## src/srd_pkg.sv

```systemverilog
// ----------------------------------------------------------------------------
// srd_pkg
// shared types and constants for the record deframer
// ----------------------------------------------------------------------------
package srd_pkg;

    // header: 2 length bytes then 8 sequence bytes, both big endian
    localparam logic [3:0] HEADER_BYTES = 4'd10;
    localparam logic [3:0] LEN_BYTES    = 4'd2;

    localparam int DATA_W = 8;
    localparam int PIDX_W = 10;
    localparam int LEN_W  = 16;
    localparam int SEQ_W  = 64;

    localparam logic [SEQ_W-1:0] SEQ_ALL_ONES = {SEQ_W{1'b1}};

    typedef enum logic [2:0] {
        KIND_IGNORED = 3'd0,
        KIND_HEADER  = 3'd1,
        KIND_PAYLOAD = 3'd2,
        KIND_TAG     = 3'd3,
        KIND_REJECT  = 3'd4,
        KIND_STARTED = 3'd5
    } kind_t;

    typedef enum logic [0:0] {
        OP_BYTE    = 1'b0,
        OP_RESTART = 1'b1
    } opcode_t;

    // fixed-width part of the session and record state
    typedef struct packed {
        logic              in_session;
        logic [3:0]        header_count;
        logic [LEN_W-1:0]  length_field;
        logic [SEQ_W-1:0]  sequence_field;
        logic [SEQ_W-1:0]  expected_sequence;
    } sess_t;

    // one result word
    typedef struct packed {
        kind_t             kind;
        logic [DATA_W-1:0] data;
        logic [PIDX_W-1:0] payload_index;
        logic [LEN_W-1:0]  record_length;
        logic [SEQ_W-1:0]  record_sequence;
        logic              record_done;
    } result_t;

endpackage

```

## src/srd_step.sv

```systemverilog
// ----------------------------------------------------------------------------
// srd_step
// next-state and result logic for one received word
// ----------------------------------------------------------------------------
module srd_step
    import srd_pkg::*;
#(
    parameter int MAX_RECORD = 1024,
    parameter int TAG_BYTES  = 16,
    parameter int PCW        = $clog2(MAX_RECORD + 1),
    parameter int TCW        = $clog2(TAG_BYTES + 1)
) (
    input  opcode_t           opcode,
    input  logic [DATA_W-1:0] rx_byte,
    input  sess_t             sess,
    input  logic [PCW-1:0]    payload_count,
    input  logic [TCW-1:0]    tag_count,
    output sess_t             sess_next,
    output logic [PCW-1:0]    payload_count_next,
    output logic [TCW-1:0]    tag_count_next,
    output result_t           result
);

    localparam logic [LEN_W:0]   MAX_LEN  = (LEN_W + 1)'(MAX_RECORD);
    localparam logic [TCW-1:0]   TAG_LAST = TCW'(TAG_BYTES - 1);

    logic [LEN_W-1:0] len_shift;
    logic [SEQ_W-1:0] seq_shift;
    logic             header_bad;

    assign len_shift = {sess.length_field[LEN_W-DATA_W-1:0], rx_byte};
    assign seq_shift = {sess.sequence_field[SEQ_W-DATA_W-1:0], rx_byte};

    always_comb begin
        sess_next          = sess;
        payload_count_next = payload_count;
        tag_count_next     = tag_count;
        result             = '0;
        result.kind        = KIND_IGNORED;
        header_bad         = 1'b0;

        if (opcode == OP_RESTART) begin
            sess_next          = '0;
            sess_next.in_session = 1'b1;
            payload_count_next = '0;
            tag_count_next     = '0;
            result.kind        = KIND_STARTED;
        end else if (sess.in_session) begin
            if (sess.header_count < HEADER_BYTES) begin
                if (sess.header_count < LEN_BYTES) begin
                    sess_next.length_field = len_shift;
                end else begin
                    sess_next.sequence_field = seq_shift;
                end
                sess_next.header_count = sess.header_count + 4'd1;
                result.kind            = KIND_HEADER;
                result.record_length   = sess_next.length_field;
                result.record_sequence = sess_next.sequence_field;
                header_bad = (sess_next.length_field == '0)
                           || ({1'b0, sess_next.length_field} > MAX_LEN)
                           || (sess_next.sequence_field != sess.expected_sequence);
                if ((sess_next.header_count == HEADER_BYTES) && header_bad) begin
                    result.kind        = KIND_REJECT;
                    sess_next          = '0;
                    payload_count_next = '0;
                    tag_count_next     = '0;
                end
            end else if (LEN_W'(payload_count) < sess.length_field) begin
                result.kind            = KIND_PAYLOAD;
                result.data            = rx_byte;
                result.payload_index   = PIDX_W'(payload_count);
                result.record_length   = sess.length_field;
                result.record_sequence = sess.sequence_field;
                payload_count_next     = payload_count + PCW'(1);
            end else begin
                result.kind            = KIND_TAG;
                result.data            = rx_byte;
                result.record_length   = sess.length_field;
                result.record_sequence = sess.sequence_field;
                tag_count_next         = tag_count + TCW'(1);
                if (tag_count == TAG_LAST) begin
                    payload_count_next = '0;
                    tag_count_next     = '0;
                    if (sess.expected_sequence == SEQ_ALL_ONES) begin
                        result.kind = KIND_REJECT;
                        result.data = '0;
                        sess_next   = '0;
                    end else begin
                        // record complete, clear assembly and move on
                        result.record_done          = 1'b1;
                        sess_next.header_count      = '0;
                        sess_next.length_field      = '0;
                        sess_next.sequence_field    = '0;
                        sess_next.expected_sequence = sess.expected_sequence + SEQ_W'(1);
                    end
                end
            end
        end
    end

endmodule

```

## src/secure_record_deframer_core.sv

```systemverilog
// ----------------------------------------------------------------------------
// secure_record_deframer_core
// splits received link bytes into length-prefixed records and checks headers
// ----------------------------------------------------------------------------
// usage
//   input stream: one word per link byte; s_axis_tuser selects a link byte or
//   a session restart, s_axis_tdata carries the byte
//   output stream: exactly one word per input word, in order; m_axis_tuser
//   gives the kind (ignored, header, payload, tag, rejected, started),
//   m_axis_tlast marks the last tag byte of an accepted record
//   path: each accepted input word goes into the input register, then its
//   result is written by the step logic into the result register
//   throughput: one word per cycle while m_axis_tready is high; session
//   counters, 64-bit sequence compare and increment all settle in one step stage
//   reset: aresetn low closes the session and clears all record state;
//   both stream registers drop valid
//   stall: when m_axis_tready is low the result holds, the input register
//   still fills once, then s_axis_tready falls until the result is taken
//   records: 10 header bytes (length, sequence, big endian), length payload
//   bytes, then TAG_BYTES tag bytes
// ----------------------------------------------------------------------------
module secure_record_deframer_core
    import srd_pkg::*;
#(
    parameter int MAX_RECORD = 1024,
    parameter int TAG_BYTES  = 16
) (
    input  logic         aclk,
    input  logic         aresetn,
    // input stream
    input  logic         s_axis_tvalid,
    output logic         s_axis_tready,
    input  logic [7:0]   s_axis_tdata,   // [7:0] rx_byte
    input  logic [0:0]   s_axis_tuser,   // [0] opcode
    // result stream
    output logic         m_axis_tvalid,
    input  logic         m_axis_tready,
    output logic [103:0] m_axis_tdata,   // [7:0] data, [17:8] payload_index,
                                         // [33:18] record_length,
                                         // [97:34] record_sequence, rest zero
    output logic [2:0]   m_axis_tuser,   // [2:0] kind
    output logic         m_axis_tlast    // record_done
);

    localparam int PCW = $clog2(MAX_RECORD + 1);
    localparam int TCW = $clog2(TAG_BYTES + 1);

    // input register
    logic              in_valid_reg;
    opcode_t           in_op_reg;
    logic [DATA_W-1:0] in_byte_reg;

    // session state
    sess_t             sess_reg;
    sess_t             sess_next;
    logic [PCW-1:0]    pcount_reg;
    logic [PCW-1:0]    pcount_next;
    logic [TCW-1:0]    tcount_reg;
    logic [TCW-1:0]    tcount_next;

    // result register
    logic              out_valid_reg;
    result_t           out_reg;
    result_t           out_next;

    logic              advance;
    logic              s_accept;

    // step runs when an item waits and the result slot is free or draining
    assign advance       = in_valid_reg && (!out_valid_reg || m_axis_tready);
    assign s_axis_tready = !in_valid_reg || advance;
    assign s_accept      = s_axis_tvalid && s_axis_tready;

    srd_step #(
        .MAX_RECORD (MAX_RECORD),
        .TAG_BYTES  (TAG_BYTES),
        .PCW        (PCW),
        .TCW        (TCW)
    ) u_step (
        .opcode             (in_op_reg),
        .rx_byte            (in_byte_reg),
        .sess               (sess_reg),
        .payload_count      (pcount_reg),
        .tag_count          (tcount_reg),
        .sess_next          (sess_next),
        .payload_count_next (pcount_next),
        .tag_count_next     (tcount_next),
        .result             (out_next)
    );

    // control and session state
    always_ff @(posedge aclk) begin
        if (!aresetn) begin
            in_valid_reg  <= 1'b0;
            out_valid_reg <= 1'b0;
            sess_reg      <= '0;
            pcount_reg    <= '0;
            tcount_reg    <= '0;
        end else begin
            if (s_accept) begin
                in_valid_reg <= 1'b1;
            end else if (advance) begin
                in_valid_reg <= 1'b0;
            end
            if (advance) begin
                out_valid_reg <= 1'b1;
                sess_reg      <= sess_next;
                pcount_reg    <= pcount_next;
                tcount_reg    <= tcount_next;
            end else if (m_axis_tready) begin
                out_valid_reg <= 1'b0;
            end
        end
    end

    // payload registers
    always_ff @(posedge aclk) begin
        if (s_accept) begin
            in_op_reg   <= opcode_t'(s_axis_tuser[0]);
            in_byte_reg <= s_axis_tdata;
        end
        if (advance) begin
            out_reg <= out_next;
        end
    end

    assign m_axis_tvalid = out_valid_reg;
    assign m_axis_tuser  = out_reg.kind;
    assign m_axis_tlast  = out_reg.record_done;
    assign m_axis_tdata  = {6'd0, out_reg.record_sequence, out_reg.record_length,
                            out_reg.payload_index, out_reg.data};

endmodule
```

## config.mk

```make
export PLATFORM = sky130hd
export DESIGN_NAME = secure_record_deframer_core
export DESIGN_NICKNAME = d
export VERILOG_FILES = /design/src/srd_pkg.sv /design/src/srd_step.sv /design/src/secure_record_deframer_core.sv
export SDC_FILE = /design/constraint.sdc
export NUM_CORES = 1
export LEC_CHECK = 0
export ABC_AREA = 1
export BUFFER_PORTS_ARGS = -buffer_cell sky130_fd_sc_hd__buf_2
export CORE_MARGIN = 4
export CORE_UTILIZATION = 42
export CTS_CLUSTER_DIAMETER = 50
export DETAILED_ROUTE_END_ITERATION = 10
export PLACE_DENSITY = 0.56
export SYNTH_ARGS = -nofsm -noshare
export SYNTH_HDL_FRONTEND = slang
export SYNTH_HIERARCHICAL = 1
export SYNTH_SLANG_ARGS = --single-unit
```

## constraint.sdc

```tcl
create_clock -name aclk -period 15 [get_ports aclk]
set_input_delay 0.75 -clock aclk [delete_from_list [all_inputs] [get_ports aclk]]
set_output_delay 0.75 -clock aclk [all_outputs]
set_load 0.02 [all_outputs]
```

Yosys cells after proc, flatten, opt, wreduce, memory -nomap -nowiden:

Cells that the tools add are included.

* bits of input ports: 13
* logic and storage cells: 102
* register bits after elaboration: 278
* output and inout bits: 110

* mux-type cells: 44
* equal/unequal tests: 6
* bitwise gates (word level): 3
* order comparisons: 4
* reductions and logical operators: 23
* add/sub/neg operators: 4

Operators with widths (count)
* 2-to-1 mux 149 bit: 6
* 2-to-1 mux 64 bit: 5
* 2-to-1 mux 102 bit: 1
* 2-to-1 mux 11 bit: 9
* 2-to-1 mux 80 bit: 1
* adder 64 x 1 -> 64 bit (second input constant): 1
* == test 64 bit (second input constant): 1
* 2-to-1 mux 16 bit: 4
* inequality test 64 bit: 1
* 2-to-1 mux 5 bit: 6
* 2-to-1 mux 18 bit: 1
* > comparator 16 x 11 -> 1 bit (second input constant): 1
* zero test 16 bit: 1
* less-than comparator 11 x 16 -> 1 bit: 1
* AND reduction 4 bit: 3
* adder 11 x 1 -> 11 bit (second input constant): 1
* 2-to-1 mux 10 bit: 1
* 2-to-1 mux 1 bit: 8
* 2-to-1 mux 3 bit: 2
* nonzero test 2 bit: 3
* adder 5 x 1 -> 5 bit (second input constant): 1
* == test 5 x 4 -> 1 bit (second input constant): 1
* AND reduction 5 bit: 1
* OR reduction 5 bit: 1
* other kinds (15): 23

Depth between registers and ports, before layout:

Gate-level depths: netlist of the first run.

* depth in word-level cells: 13
* depth in mapped cells: 23
* depth with buffers taken out: 22

By module:

The synthesis of the first run kept the hierarchy.

By module, submodules not included
* secure_record_deframer_core: area an instance 10835.4 µm², cells an instance 1212, instances 1, sequential area each 6676.4 µm²
* srd_step: area an instance 10824.1 µm², cells an instance 2386, instances 1, sequential area each 0.0 µm²

Worst setup path after synthesis of the first run:

OpenSTA, ideal clock, no wires.

* path type: register -> register
* from: reg in_valid_reg
* to: reg out_reg (netlist bit m_axis_tdata[0]) (enable)
* library setup time: 0.597 ns
* required time: 14.403 ns
* period minus slack after synthesis: 6.343 ns
* cell stages (with the launch flop): 6
* path slack: 8.657 ns
* arrival time: 5.747 ns
* buffers on the path: 3
* path through: dfxtp_1 buf_2 buf_4 buf_2 inv_1 a21oi_1

* word-level cells in the longest chain between the ends: 1

RTL lines
* start, declared: line secure_record_deframer_core.sv:49 `logic in_valid_reg;`
* start signal, assigned: line secure_record_deframer_core.sv:94 `in_valid_reg <= 1'b0;`
* start signal, assigned: line secure_record_deframer_core.sv:101 `in_valid_reg <= 1'b1;`
* start signal, assigned: line secure_record_deframer_core.sv:103 `in_valid_reg <= 1'b0;`
* logical AND 1 bit: line secure_record_deframer_core.sv:70 `assign advance = in_valid_reg && (!out_valid_reg || m_axis_tready);`
* via advance: line secure_record_deframer_core.sv:66 `logic advance;`
* end signal, assigned: line secure_record_deframer_core.sv:123 `out_reg <= out_next;`
* end, declared: line secure_record_deframer_core.sv:63 `result_t out_reg;`

The timed path passes the listed nets, and every way through them passes these cells.
A chain may end at the register's enable or synchronous reset.

==> results of run 1 <==
[routing by layer]
metal	wire length (µm)	vias to the layer above
met1	38500	11383
met3	10000	135
li1	-	11666
met4	2260	0
met2	35400	1226
met5	0	-
[worst min-delay path by stage]
stage                     endpoint  slack, ns  cells after the start
CTS                 in_byte_reg[2]       0.33                      1
detailed placement   sess_reg[136]       0.48                      2
floorplan             sess_reg[12]       0.45                      2
global route        in_byte_reg[0]       0.33                      1
finish              in_byte_reg[2]       0.35                      1
global placement     sess_reg[137]       0.47                      2
[metrics by stage]
stage / hold slack [ns] / utilization (%) / worst slack, ns / total power [mW] / cells
finish: 0.346 / 46.9 / 8.80 / 2.52 / 4248
global route: 0.327 / 46.9 / 8.47 / 2.64 / 4248
CTS: 0.325 / 46.9 / 8.98 / 2.53 / 4248
detailed placement: 0.477 / 43.8 / 9.00 / 1.43 / 4164
global placement: 0.469 / 43.8 / 9.11 / 1.42 / 4164
floorplan: 0.450 / - / 8.66 / 1.27 / 3603
[layout by cell type, fill, tap and decap left out, types with 2 or more instances in the layout]
| cell type | n |
|---|---|
| conb_1 | 6 |
| nor3_1 | 45 |
| nand2_4 | 2 |
| clkbuf_8 | 2 |
| clkbuf_16 | 47 |
| a21oi_1 | 340 |
| edfxtp_1 | 111 |
| ha_1 | 15 |
| nand3_1 | 667 |
| buf_2 | 115 |
| nand3b_1 | 8 |
| inv_6 | 7 |
| o211ai_1 | 68 |
| nand2_1 | 809 |
| bufinv_16 | 5 |
| inv_1 | 488 |
| dfxtp_4 | 2 |
| o22ai_1 | 2 |
| clkinv_1 | 6 |
| nand4_1 | 36 |
| inv_2 | 6 |
| clkinv_2 | 7 |
| nor2_1 | 345 |
| o21ai_0 | 167 |
| o31ai_1 | 2 |
| clkinv_4 | 4 |
| nand2_2 | 3 |
| buf_4 | 30 |
| a31oi_1 | 3 |
| nor2_4 | 2 |
| or2_2 | 5 |
| xor2_1 | 11 |
| clkbuf_1 | 3 |
| inv_8 | 5 |
| o21a_1 | 11 |
| nor4_1 | 3 |
| o21ai_1 | 11 |
| dfxtp_1 | 165 |
[logic make-up (layout without fill, tap and decap cells)]
| logic type | Yosys count | in the layout | synth area share (%) |
|---|---|---|---|
| adders and majority gates | 15 | 15 | 0.867 |
| and+or+nand+nor | 1930 | 1930 | 38.3 |
| DFF | 278 | 278 | 30.8 |
| other | 1 | 6 | 0.0173 |
| AOI/OAI and AO/OA | 608 | 608 | 15.1 |
| buffers and inverters | 754 | 727 | 14.4 |
| xor gates and xnor gates | 12 | 12 | 0.485 |
[final cells by class]
cell class / instances / area, µm²
Fill cell: 5437 / 26900
Multi-Input combinational cell: 2571 / 11900
Sequential cell: 278 / 6680
Inverter: 497 / 1870
Clock buffer: 52 / 1210
Tap cell: 672 / 841
Timing Repair Buffer: 146 / 812
Clock inverter: 32 / 357
[critical path: stages (launching register included)]
cell	delay, ns
dfxtp_1	0.39
nor2_4	0.12
buf_4	0.72
nand2_4	0.44
buf_4	0.51
nand2_1	0.25
nand2_1	0.07
nand2_1	0.06
nand2_1	0.05
nor2_1	0.08
nand2_1	0.12
nor2_1	0.24
nand2_1	0.11
nor2_1	0.11
nand3_1	0.13
nand2_2	0.08
buf_4	0.58
nand2_2	0.45
nand2_1	0.89
nand2_1	0.13
a21oi_1	0.19
inv_1	0.05
nand3_1	0.07
nand2_1	0.07
nor2_1	0.11
[power breakdown]
group          internal, mW  switching (mW)  total, mW
Combinational         0.154           0.368      0.522
Sequential            0.828          0.0779      0.906
Clock                 0.678           0.417       1.10
Total                  1.66           0.863       2.52
==> results.py, run 1 <==
metrics = {
    "sta": {
        "finalSetupViolCount": 0,
        "period_needed_ns": 6.20,
        "post-route-period-util_pct": 41.3,
        "worstMarginPinSlew_ns": 1.24,
        "max_slew_margin_pct": 17.3,
        "rsz0062_at_grt": "false",
        "max_clock_freq_mhz": 161,
        "final-max-slew-violation-count": 0,
        "tns_ns": 0,
        "hold_viol": 0,
        "skew_ns": 0.0265,
    },
    "clock_network": {
        "cts-buffers-inserted": 45,
        "cts_hold_buf": 0,
        "clk_transition_reported_paths_ns": 0.06,
        "clock_sinks": 278,
        "htreeDepth": 2,
        "clock_latency_ns": 0.59,
        "cts_tree": "built",
        "cts_setup_buffers": 0,
        "ctsResizeCount": 0,
        "cts-root-buf": "clkbuf_16",
        "cts_buffer_depth": 3,
    },
    "route": {
        "firstDrtPassIters": 8,
        "drtIter0Drc": 3192,
        "ant_nets": 0,
        "vias": 24410,
        "wl_mm": 86.2,
        "drc": 0,
        "wire_per_inst_um": 20.3,
        "avgViaCountPerCell": 5.75,
    },
    "logic_synthesis": {
        "syn-instance-count": 3598,
        "yosysSeqAreaShare_pct": 30.8,
        "yosysTopAreaCell": "dfxtp_1",
        "synth_cell_type_count": 37,
        "synthFlopType": "dfxtp_1",
        "avgSynthCellArea_um2": 6.02,
        "yosys_warnings": 6,
        "synth_edf_count": 111,
        "synth_top_area_share_pct": 15.4,
        "ys_async_sr_fraction_pct": 0,
        "ys_seq_elements": 278,
        "synth.cell_area_mm2": 0.0217,
        "synth.area.top_cells": "dfxtp_1 (15%), nand3_1 (15%), edfxtp_1 (15%)",
        "yosysMostFrequentCell": "nand2_1",
        "yosys-top-cells-count": "nand2_1 (811), nand3_1 (668), inv_1 (491), nor2_1 (347), a21oi_1 (341)",
    },
    "finish": {
        "diodes": 0,
        "num-nets-final": 3567,
        "stdcell_area_mm2": 0.0237,
        "syn_to_final_growth_pct": 9.45,
        "layout-drive-gt1-share_pct": 6.94,
        "largest_reg_flops": 149,
    },
    "global_routing": {
        "grt.overflow.total": 0,
        "grt_pass1_wl_mm": 131,
        "grt_pass1_vias": 21727,
        "grtUsageTotal_pct": 29.6,
        "use_met3_pct": 7.99,
        "grt_max_degree": 154,
        "use_met1_pct": 43.5,
        "antenna_found_initial": 1,
        "met2_usage_pct": 42.4,
        "grt.busiest_layer": "met1",
    },
    "floorplanning": {
        "num_rows": 82,
        "die_w_um": 235,
        "initial_core_util_pct": 42.8,
        "die_h_um": 235,
        "core-area_mm2": 0.0506,
        "io_pins": 123,
        "die_area_mm2": 0.0553,
    },
    "place": {
        "hpwl_mm": 57.7,
        "portBuffers": 116,
        "post_dp_cell_area_mm2": 0.0221,
        "place_congestion": 0.955,
    },
    "setup_path": {
        "r2r-start": "sess_reg[147]",
        "path_max_fanout": 81,
        "crit_type": "flop to flop",
        "required_ns": 15.51,
        "endpoint_kind": "flop",
        "endpoint": "sess_reg[51]",
        "rrSetupSlack_ns": 8.80,
        "start_kind": "flop",
        "r2r_cells": 24,
        "r2r_end": "sess_reg[51]",
        "critical_path_arrival_ns": 6.71,
        "startpoint": "sess_reg[147]",
    },
    "hold_path": {
        "hp-class": "input pin to flop",
        "hp-start": "s_axis_tdata[2]",
    },
    "pwr": {
        "power_leakage_nw": 10.6,
        "vdd_ir_drop_max_uv": 70.0,
        "cellPowerDensity_mw_per_mm2": 106,
    },
    "job": {
        "cap_violations": 0,
    },
    "run_status": {
        "status": "finished clean",
    },
}
No activity file was read; power rests on OpenSTA's default activity.
==> run 2, diff against run 1 <==
--- a/config.mk
+++ b/config.mk
@@ -5,13 +5,13 @@
 export SDC_FILE = /design/constraint.sdc
 export NUM_CORES = 1
 export LEC_CHECK = 0
-export ABC_AREA = 1
+export ABC_AREA = 0
 export BUFFER_PORTS_ARGS = -buffer_cell sky130_fd_sc_hd__buf_2
 export CORE_MARGIN = 4
 export CORE_UTILIZATION = 42
 export CTS_CLUSTER_DIAMETER = 50
 export DETAILED_ROUTE_END_ITERATION = 10
-export PLACE_DENSITY = 0.56
+export PLACE_DENSITY = 0.57
 export SYNTH_ARGS = -nofsm -noshare
 export SYNTH_HDL_FRONTEND = slang
 export SYNTH_HIERARCHICAL = 1
==> constraint.sdc (replaced) <==
create_clock -name aclk -period 5.91 [get_ports aclk]
set_input_delay 0.2955 -clock aclk [delete_from_list [all_inputs] [get_ports aclk]]
set_output_delay 0.2955 -clock aclk [all_outputs]
set_load 0.02 [all_outputs]
==> run 2 against run 1 <==
  * Non-clock buffer count up 27
  * Global-route usage is 1.9 points lower
  * First-iteration DRC count fell by 36%
  * Combinational power is 45% lower
  * Flip-flop and latch count is the same
  * Die area decreased by 17%
  * Worst setup slack got worse by 7.7 ns
  * Maximum frequency grew 29%
  * Clock power grew 130%
  * Sequential power is 130% higher
  * Register-to-register slack lost 7.7 ns
  * Critical path type unchanged
  * Highest routed layer is now met5
==> results.py, run 2 <==
metrics = {
    "floorplanning": {
        "die_area_mm2": 0.0460,
        "io_pins": 123,
        "die_w_um": 215,
        "die_h_um": 215,
        "core-area_mm2": 0.0420,
        "initial_core_util_pct": 42.6,
        "num_rows": 75,
    },
    "route": {
        "avgViaCountPerCell": 6.20,
        "drtIter0Drc": 2041,
        "wire_per_inst_um": 23.4,
        "drc": 0,
        "ant_nets": 0,
        "firstDrtPassIters": 6,
        "vias": 17481,
        "wl_mm": 66.1,
    },
    "finish": {
        "mostFrequentLayoutCells": "nand2_1 (601), mux2i_1 (187), dfxtp_1 (166)",
        "n_fill_cell": 4107,
        "diodes": 0,
        "largest_reg_flops": 149,
        "syn_to_final_growth_pct": 12.8,
        "layout-drive-gt1-share_pct": 11.4,
        "final_common_cell": "nand2_1",
        "num-nets-final": 2275,
    },
    "hold_path": {
        "whs_endpoint": "m_axis_tvalid",
        "hold_depth": 3,
        "hp-start": "m_axis_tready",
        "hp-class": "input pin to flop",
    },
    "sta": {
        "fin_ws_ns": 1.11,
        "max_slew_margin_pct": 26.8,
        "period_needed_ns": 4.80,
        "max_clock_freq_mhz": 208,
        "final-max-slew-violation-count": 0,
        "hold_viol": 0,
        "hold_slack_ns": 0.0738,
        "tns_ns": 0,
        "finalSetupViolCount": 0,
        "skew_ns": 0.0202,
        "worstMarginPinSlew_ns": 1.10,
        "post-route-period-util_pct": 81.3,
        "rsz0062_at_grt": "false",
    },
    "logic_synthesis": {
        "synth_top_area_share_pct": 18.7,
        "synth.cell_area_mm2": 0.0179,
        "synth_cell_type_count": 77,
        "synth_edf_count": 111,
        "ys_async_sr_fraction_pct": 0,
        "ys_seq_elements": 278,
        "yosysSeqAreaShare_pct": 37.3,
        "synth.area.top_cells": "dfxtp_1 (19%), edfxtp_1 (19%), nand2_1 (13%)",
        "synthFlopType": "dfxtp_1",
        "avgSynthCellArea_um2": 8.09,
        "yosys_warnings": 6,
        "syn-instance-count": 2215,
        "yosysTopAreaCell": "dfxtp_1",
        "yosys-top-cells-count": "nand2_1 (603), mux2i_1 (187), dfxtp_1 (167), a21oi_1 (141), clkbuf_1 (127)",
        "yosysMostFrequentCell": "nand2_1",
    },
    "clock_network": {
        "cts_tree": "built",
        "htreeDepth": 2,
        "clock_latency_ns": 0.57,
        "cts_buffer_depth": 3,
        "cts-root-buf": "clkbuf_16",
        "cts_setup_buffers": 0,
        "clk_transition_reported_paths_ns": 0.06,
        "clock_sinks": 278,
        "cts-buffers-inserted": 42,
    },
    "pwr": {
        "power_leakage_nw": 6.60,
        "cellPowerDensity_mw_per_mm2": 243,
        "vdd_ir_drop_max_uv": 202,
        "total_power_mw": 4.90,
    },
    "setup_path": {
        "rrSetupSlack_ns": 1.11,
        "r2r-start": "sess_reg[145]",
        "crit_type": "flop to flop",
        "cp_slowest_cell": "or3_2",
        "path_cells": "or3_2, mux2i_1, o221ai_1, a211o_1, nor4_1, and4_1, a21oi_2, a21oi_4, buf_4, a22o_1, nand2_1, mux2i_1",
        "endpoint_kind": "flop",
        "max_stage_delay_ns": 0.92,
        "critPathMostFrequentCell": "mux2i_1",
        "critical_path_arrival_ns": 5.28,
        "path_max_fanout": 65,
        "r2r_end": "sess_reg[95]",
        "r2r_cells": 12,
        "start_kind": "flop",
        "required_ns": 6.39,
    },
    "global_routing": {
        "grt_max_degree": 172,
        "antenna_found_initial": 2,
        "grtUsageTotal_pct": 27.6,
        "grt.overflow.total": 0,
        "grt_pass1_vias": 16009,
        "grt_pass1_wl_mm": 101,
    },
    "place": {
        "portBuffers": 116,
        "pre_cts_slack_ns": 1.23,
        "hpwl_mm": 44.5,
        "place_congestion": 0.961,
    },
    "run_status": {
        "status": "finished clean",
    },
    "job": {
        "cap_violations": 0,
    },
}
## run 2: changes by cell type after synthesis, moves of 187 or more
cell	before	now
inv_1	491	71
a21oi_1	341	141
nor2_1	347	77
nand3_1	668	39
mux2i_1	0	187
nand2_1	811	603
## run 2: worst max-delay path by stage
stage	from	to	slack, ns	cells past startpoint
2_1_floorplan	sess_reg[133]	pcount_reg[10]	2.61	14
3_3_place_gp	sess_reg[145]	sess_reg[81]	1.19	12
3_5_place_dp	sess_reg[145]	sess_reg[95]	1.23	12
4_1_cts	sess_reg[145]	sess_reg[95]	1.21	12
5_1_grt	sess_reg[145]	sess_reg[81]	0.86	13
6_report	sess_reg[145]	sess_reg[95]	1.11	12
## run 2: kinds of logic after synthesis
kind of cell,share of synthesized area [%]
other cells,0.0209
flops,37.3
xor+xnor,1.96
fa+ha+maj,1.05
mux,10.4
simple gates,22.7
compound gates,19.7
buf+inv,6.90
## run 2: cell type report
cell class | instances | area, µm² | share of cell area (%)
clock inverters | 26 | 254 | 1.26
repair buffers | 173 | 1070 | 5.29
flip-flops and latches | 278 | 6680 | 33.0
inverters | 72 | 270 | 1.34
clock buffers | 52 | 1200 | 5.95
multi-input cells | 1680 | 10100 | 49.8
well taps | 539 | 674 | 3.34
## run 2: where the power goes
part           leakage (nW)  internal [mW]  switching [mW]
sequential             2.37           2.03          0.0192
clock                 0.691           1.56            1.00
combinational          3.54         0.0757           0.212
total                  6.60           3.67            1.24
## run 2: what timing repair did
| action | CTS | global route |
|---|---|---|
| endpoints found under the hold margin | 10 | 0 |
| hold buffers | 10 | 0 |
| gates resized for setup | 0 | 0 |
## run 2: metal layers
layer	track usage, %	wire length, µm	up-vias
met5	0	8	-
met1	40.9	29900	8449
met3	3.53	5170	124
li1	-	-	8048
met4	8.26	1740	2
met2	42.2	29300	858
## run 2: stage by stage
stage / util, % / instances / instance area (µm²)
floorplan: - / 2220 / 17900
global placement: 44.4 / 2732 / 18700
detailed placement: 44.4 / 2732 / 18700
CTS: 48.1 / 2820 / 20200
global route: 48.1 / 2820 / 20200
finish: 48.1 / 2820 / 20200
## run 2: critical path: cells and delay by family (launching register included)
kind                   cells  cell delay [ns]
AND/OR/NAND/NOR            4             1.61
AO/OA/AOI/OAI              5             1.18
multiplexers               2             0.65
buffers and inverters      1             0.61
flip-flops                 1             0.52
